### src/rtl/core/phfc_pkg.sv
// Shared types and constants for the packet header parser with flow counter.
// No dependencies.
package phfc_pkg;

    localparam int TABLE_DEPTH  = 64;
    localparam int HEADER_BYTES = 64;
    localparam int TIDX_W       = $clog2(TABLE_DEPTH);
    localparam int TCNT_W       = $clog2(TABLE_DEPTH + 1);
    localparam int POS_W        = 11;
    localparam logic [POS_W-1:0] POS_MAX = '1;

    localparam logic [15:0] ETH_IPV4 = 16'h0800;
    localparam logic [7:0]  IP_TCP   = 8'd6;
    localparam logic [7:0]  IP_UDP   = 8'd17;
    localparam logic [7:0]  IP_ICMP  = 8'd1;
    localparam logic [7:0]  IP_IGMP  = 8'd2;

    localparam logic [2:0] CLS_NONIP = 3'd0;
    localparam logic [2:0] CLS_TCP   = 3'd1;
    localparam logic [2:0] CLS_UDP   = 3'd2;
    localparam logic [2:0] CLS_ICMP  = 3'd3;
    localparam logic [2:0] CLS_IGMP  = 3'd4;
    localparam logic [2:0] CLS_OTHER = 3'd5;

    typedef struct packed {
        logic [47:0]      dmac;
        logic [47:0]      smac;
        logic [15:0]      ethertype;
        logic [3:0]       ihl;
        logic [7:0]       proto;
        logic [31:0]      saddr;
        logic [31:0]      daddr;
        logic [15:0]      sport;
        logic [15:0]      dport;
        logic [POS_W-1:0] pos;
    } hdr_t;

    typedef struct packed {
        logic [47:0] dest_mac;
        logic [47:0] source_mac;
        logic [31:0] source_addr;
        logic [31:0] dest_addr;
        logic [15:0] source_port;
        logic [15:0] dest_port;
        logic [2:0]  proto_class;
        logic [31:0] pair_count;
        logic        table_full;
        logic        truncated;
        logic        entry_valid;
    } rec_t;

    typedef struct packed {
        logic [31:0] src;
        logic [31:0] dst;
        logic [31:0] tally;
    } pair_t;

endpackage

### src/rtl/core/phfc_hdr_capture.sv
// Byte position counter and header field capture as frame bytes arrive.
// Depends on phfc_pkg.
module phfc_hdr_capture
(
    input  logic               clk,
    input  logic               rst_n,
    input  logic               byte_en,
    input  logic [7:0]         data_byte,
    input  logic               clear,
    output phfc_pkg::hdr_t     hdr
);

    phfc_pkg::hdr_t hdr_reg;
    phfc_pkg::hdr_t hdr_next;
    logic [3:0]     ihl_eff;
    logic [phfc_pkg::POS_W-1:0] port_off;
    logic [phfc_pkg::POS_W-1:0] p;

    always_comb
    begin
        p        = hdr_reg.pos;
        ihl_eff  = (hdr_reg.ihl < 4'd5) ? 4'd5 : hdr_reg.ihl;
        port_off = phfc_pkg::POS_W'(14) + phfc_pkg::POS_W'({ihl_eff, 2'b00});
        hdr_next = hdr_reg;
        if (clear)
        begin
            hdr_next = '0;
        end
        else if (byte_en)
        begin
            for (int i = 0; i < 6; i++)
            begin
                if (p == phfc_pkg::POS_W'(i))
                    hdr_next.dmac[8*(5-i) +: 8] = data_byte;
                if (p == phfc_pkg::POS_W'(6 + i))
                    hdr_next.smac[8*(5-i) +: 8] = data_byte;
            end
            for (int i = 0; i < 2; i++)
            begin
                if (p == phfc_pkg::POS_W'(12 + i))
                    hdr_next.ethertype[8*(1-i) +: 8] = data_byte;
            end
            if (p == phfc_pkg::POS_W'(14))
                hdr_next.ihl = data_byte[3:0];
            if (p == phfc_pkg::POS_W'(23))
                hdr_next.proto = data_byte;
            for (int i = 0; i < 4; i++)
            begin
                if (p == phfc_pkg::POS_W'(26 + i))
                    hdr_next.saddr[8*(3-i) +: 8] = data_byte;
                if (p == phfc_pkg::POS_W'(30 + i))
                    hdr_next.daddr[8*(3-i) +: 8] = data_byte;
            end
            // ports only when all four bytes fall inside the stored header
            if (port_off + phfc_pkg::POS_W'(4) <= phfc_pkg::POS_W'(phfc_pkg::HEADER_BYTES))
            begin
                for (int i = 0; i < 2; i++)
                begin
                    if (p == port_off + phfc_pkg::POS_W'(i))
                        hdr_next.sport[8*(1-i) +: 8] = data_byte;
                    if (p == port_off + phfc_pkg::POS_W'(2 + i))
                        hdr_next.dport[8*(1-i) +: 8] = data_byte;
                end
            end
            if (p != phfc_pkg::POS_MAX)
                hdr_next.pos = p + phfc_pkg::POS_W'(1);
        end
    end

    always_ff @(posedge clk or negedge rst_n)
    begin
        if (!rst_n)
        begin
            hdr_reg <= '0;
        end
        else
        begin
            hdr_reg <= hdr_next;
        end
    end

    assign hdr = hdr_reg;

endmodule
### config.mk
export PLATFORM = sky130hd
export DESIGN_NAME = phfc_hdr_capture
export DESIGN_NICKNAME = d
export VERILOG_FILES = /design/src/rtl/core/phfc_pkg.sv /design/src/rtl/core/phfc_hdr_capture.sv
export SDC_FILE = /design/constraint.sdc
export NUM_CORES = 1
export LEC_CHECK = 0
export CAP_MARGIN = 20
export CORE_ASPECT_RATIO = 1.25
export CORE_UTILIZATION = 35
export DETAILED_ROUTE_END_ITERATION = 8
export DONT_BUFFER_PORTS = 1
export SYNTH_ARGS = -nofsm -noshare
export SYNTH_HDL_FRONTEND = slang
export SYNTH_SLANG_ARGS = --single-unit
### constraint.sdc
create_clock -name clk -period 3.6 [get_ports clk]
set_clock_uncertainty 0.05 [all_clocks]
set_input_delay 0.18 -clock clk [delete_from_list [all_inputs] [get_ports clk]]
set_output_delay 0.18 -clock clk [all_outputs]
set_load 0.02 [all_outputs]
After elaboration in Yosys (flattened, before gate mapping). Cells that the tools add are included.

Bits of input ports: 12. Bits in registers: 231. Word-level logic and storage cells: 159.

Mux-type cells: 33. Add/subtract/negate cells: 6. Equality and inequality tests: 28. Magnitude comparators: 2. Reduce and logical (&&, ||, !) cells: 61.

Operators by type and width (count): two-way mux 231 bit (2); two-way mux 8 bit (27); equality test 11 x 4 -> 1 bit (second input constant) (7); equality test 11 x 5 -> 1 bit (second input constant) (7); nonzero test 2 bit (31); AND reduction 2 bit (25); equality test 11 x 3 -> 1 bit (second input constant) (4); equality test 11 x 8 -> 1 bit (3); two-way mux 32 bit (1); equality test 11 x 2 -> 1 bit (second input constant) (2); equality test 11 x 6 -> 1 bit (second input constant) (2); adder 7 x 2 -> 8 bit (second input constant) (2); AND reduction 3 bit (4); adder 11 x 1 -> 11 bit (second input constant) (1); equality test 11 x 1 -> 1 bit (second input constant) (1); equality test 11 x 7 -> 1 bit (1); zero test 11 bit (1); two-way mux 11 bit (1); inequality test 11 bit (second input constant) (1); adder 7 x 1 -> 8 bit (second input constant) (1); adder 7 x 3 -> 8 bit (second input constant) (1); <= comparator 8 x 7 -> 1 bit (second input constant) (1); two-way mux 4 bit (2); adder 4 x 6 -> 7 bit (first input constant) (1); < comparator 4 x 3 -> 1 bit (second input constant) (1).

Depth between registers and ports, before layout.
Word-level depth: 9. Gate-level depth with buffers: 8.

Worst setup path after synthesis. Ideal clock, no wire load.

Path kind: register to register. From: reg hdr_reg, in the netlist hdr[117]. To: reg hdr_reg, in the netlist hdr[32]. Path slack: 1467 ps. Stages on the path, launching flop included: 9. Arrival time: 1953 ps. Path buffers: 0. Setup time: 130 ps. Path through: dfrtp_1 -> a21oi_1 -> nor2_1 -> ha_1 -> xor2_1 -> nand3_1 -> nor4_2 -> nand3_2 -> mux2i_1.

Word-level cells in the longest chain between the ends: 7.

RTL lines: from (decl) (RTL line phfc_hdr_capture.sv:13) `phfc_pkg::hdr_t hdr_reg;`; from (signal assigned) (RTL line phfc_hdr_capture.sv:78) `hdr_reg <= hdr_next;`; < comparator 4 x 3 -> 1 bit (RTL line phfc_hdr_capture.sv:22) `ihl_eff = (hdr_reg.ihl < 4'd5) ? 4'd5 : hdr_reg.ihl;`; two-way mux 4 bit * (RTL line phfc_hdr_capture.sv:22); adder 4 x 6 -> 7 bit * (RTL line phfc_hdr_capture.sv:23) `port_off = phfc_pkg::POS_W'(14) + phfc_pkg::POS_W'({ihl_eff, 2'b00});`; adder 7 x 3 -> 8 bit or adder 7 x 1 -> 8 bit (tied branches) (RTL line phfc_hdr_capture.sv:55, phfc_hdr_capture.sv:59); <= comparator 8 x 7 -> 1 bit or equality test 11 x 8 -> 1 bit (tied branches) (RTL line phfc_hdr_capture.sv:55, phfc_hdr_capture.sv:59); nonzero test 2 bit (no source line); AND reduction 3 bit (no source line) *.

Every way passes the cells marked *; elsewhere a longest branch is shown, timed or not. A chain may end at the register's enable or synchronous reset.

Worst setup path after layout.
From: reg hdr_reg, in the netlist p[6]. To: reg hdr_reg, in the netlist hdr[53].

Word-level cells in the longest chain between the ends: 3.

RTL lines: equality test 11 x 6 -> 1 bit (RTL line phfc_hdr_capture.sv:51) `if (p == phfc_pkg::POS_W'(30 + i))`; nonzero test 2 bit (no source line); AND reduction 2 bit (no source line).

No other way between the ends.

==> metrics.cfg <==
[outcome]
status=complete, but fails checks
violations=hold timing

[cells_and_area]
largest_reg_flops=220
fin_cells=1367
drive_gt1_share_pct=8.07
fin_nets=1014
syn_to_final_growth_pct=14.5

[timing]
fin_crit_sh_pct=87.5
timing.final.ws_setup_ns=0.450
post-route-min-period_ns=3.15
setup_violations=0
rsz0062_at_grt=no
worst-slew-pin-transition_ns=1.15
maxSlewViolCount=0
fmax_ghz=0.317
hold_slack_ns=-0.703
setup_tns_ns=0
relSlewSlack_pct=22.9
hold_viol_final=231

[clock_tree]
cts-resized-gates=0
clk_path_buf_depth=3
cts.htree.levels=1
cts_setup_buffers=0
insertion_delay_ns=0.53
hold_buffers=31
clkTransAtPathRegs_ns=0.07
numClockSinks=231
cts_tree=built
cts_buffers=25
cts_root_buf=clkbuf_16

[logic_synthesis]
netlist_area_mm2=0.0100
yosys_warnings=0
synth_top_family_by_area=simple AND/OR/NAND/NOR gates
synth_cell_types=44
synthCells=1001
syn_nets=1018
ys.flop_type=dfrtp_1
synthAdderAreaFrac_pct=0.623
avgSynthCellArea_um2=10.0
synth_top_area_share_pct=57.6
synth.most_common_cell=dfrtp_1
yosys.area_share.simple_pct=21.8
synth_top_area_cell=dfrtp_1
synth_common_cells=dfrtp_1 (231), nand2_1 (221), a21oi_1 (117)
synth-xor-area-share_pct=0.960
synth_area_leaders=dfrtp_1 (58%), nand2_1 (8.3%), a21oi_1 (5.8%)
muxShareOfSynthArea_pct=5.78
synth-seq-area-share_pct=57.6
synth_compound_area_share_pct=9.39
ys_ff_latch=231
async_flop_share_pct=100
synth-edff-count=0

[drt]
drt-pass1-iter-count=4
drtIter0Drc=554
final_antenna_net_count=0
post-route-drc-count=0
post_drt_wl_per_cell_um=22.6
vias_per_cell=5.30
wl_um=30900
via_count=7247

[die]
io_pins=243
die_area_mm2=0.0294
start_util_pct=36.0
die_x_um=153
num_rows=68
core-area_mm2=0.0279
fp.dieH_um=191

[setup_path]
critPathMaxFanout=8
endpoint_kind=register
slowest_stage=nor4_4
path_cells=or3_1 -> nor4_4 -> mux2i_1 -> dlygate4sd3_1 -> nor2_1
cp.required_ns=3.93
cp_slowest_stage_delay_ns=0.88
crit_arrival_ns=3.48
crit_type=register to register
crit_path_start_kind=register

[placement]
port_buffers=0
dp_hpwl_um=18000
dp_cells=1289
gp_congestion=0.838
dp_slack_ns=0.893

[power_and_ir_drop]
pwr-share-seq_pct=46.6
combPwrFrac_pct=3.9
power_w=0.00569
p_switching_w=0.00128
clock_power_share_pct=49.5
leakage_nw=4.95
power_density_mw_per_mm2=495
swShare_pct=22.5
vdd_drop_max_v=0.000426
internal-power_w=0.00441

[global_routing]
grt_max_degree=232
grt_usage_pct=20.7
antenna_found_initial=2
overflow=0
grt_pass1_vias=7007
grt_pass1_wl_um=46000

[run]
maxCapViolCount=0

[hold_path]
min_path_type=input port to asynchronous set/reset pin

[logic make-up after synthesis]
group | Yosys count
flops | 231
mux | 58
compound gates | 176
buf+inv | 79
xor+xnor | 11
simple gates | 441
fa+ha+maj | 5
[worst max-delay path, delay by kind of cell, from the launching register on]
family                 cells  cell delay, ns
AND/OR/NAND/NOR            3            1.60
multiplexers               1            0.27
buffers and inverters      1            0.58
flip-flops                 1            0.49
[power by group through the flow]
stage / registers (W) / clock network, W / logic [W]
after detailed placement: 0.00270 / 0 / 0.000112
after CTS: 0.00265 / 0.00288 / 0.000225
after floorplan: 0.00269 / 0 / 0.000139
after global routing: 0.00265 / 0.00298 / 0.000239
final: 0.00265 / 0.00282 / 0.000221
after global placement: 0.00270 / 0 / 0.000110
[cells in the final DEF (no fill, tap or decap), types with 6 or more instances in the layout]
master         synthesis  final
a21oi_1              117    117
and2_1                12     12
buf_12                 0      6
buf_4                 13     11
clkbuf_16              0     25
dfrtp_1              231    231
dlygate4sd3_1          0     24
inv_1                  6      6
mux2i_1               58     58
nand2_1              221    221
nand2b_1              27     27
nand3_1               42     42
nand3b_1              48     48
nor2_1                56     56
o21ai_0               46     46
xnor2_1                8      8
[worst paths after layout]
kind                       depth (start not counted)       end    startpoint  slack (ns)
setup / recovery                                   5   hdr[53]          p[6]        0.45
hold / removal                                     0  hdr[128]         rst_n       -0.70
setup reg to reg                                   5   hdr[53]          p[6]        0.45
hold reg to reg                                    2  hdr[222]      hdr[222]        0.58
max in group asynchronous                          0   hdr[68]         rst_n        3.92
min in group clk                                   2   hdr[42]  data_byte[7]        0.01
[stage by stage]
step	util, %	area, um2
after floorplan	-	10000
after global placement	36.5	10200
after detailed placement	36.5	10200
after CTS	41.2	11500
after global routing	41.2	11500
final	41.2	11500
[area by class of cell]
class | instances | area (um2)
multi-input cells | 691 | 3870
clock buffers | 34 | 699
fillers | 2693 | 16400
inverters | 6 | 22.5
well taps | 350 | 438
repair buffers | 42 | 470
clock inverters | 12 | 203
flip-flops and latches | 231 | 5780
diodes | 1 | 2.50
[per-layer routing]
layer  global-route usage, %  up-vias  wire [um]
met4                    6.85        0        814
li1                        -     3348          -
met2                    34.5      232      15000
met5                       0        -          0
met3                    6.33       55       2630
met1                    25.6     3612      12500
(Power assumes the default switching activity.)
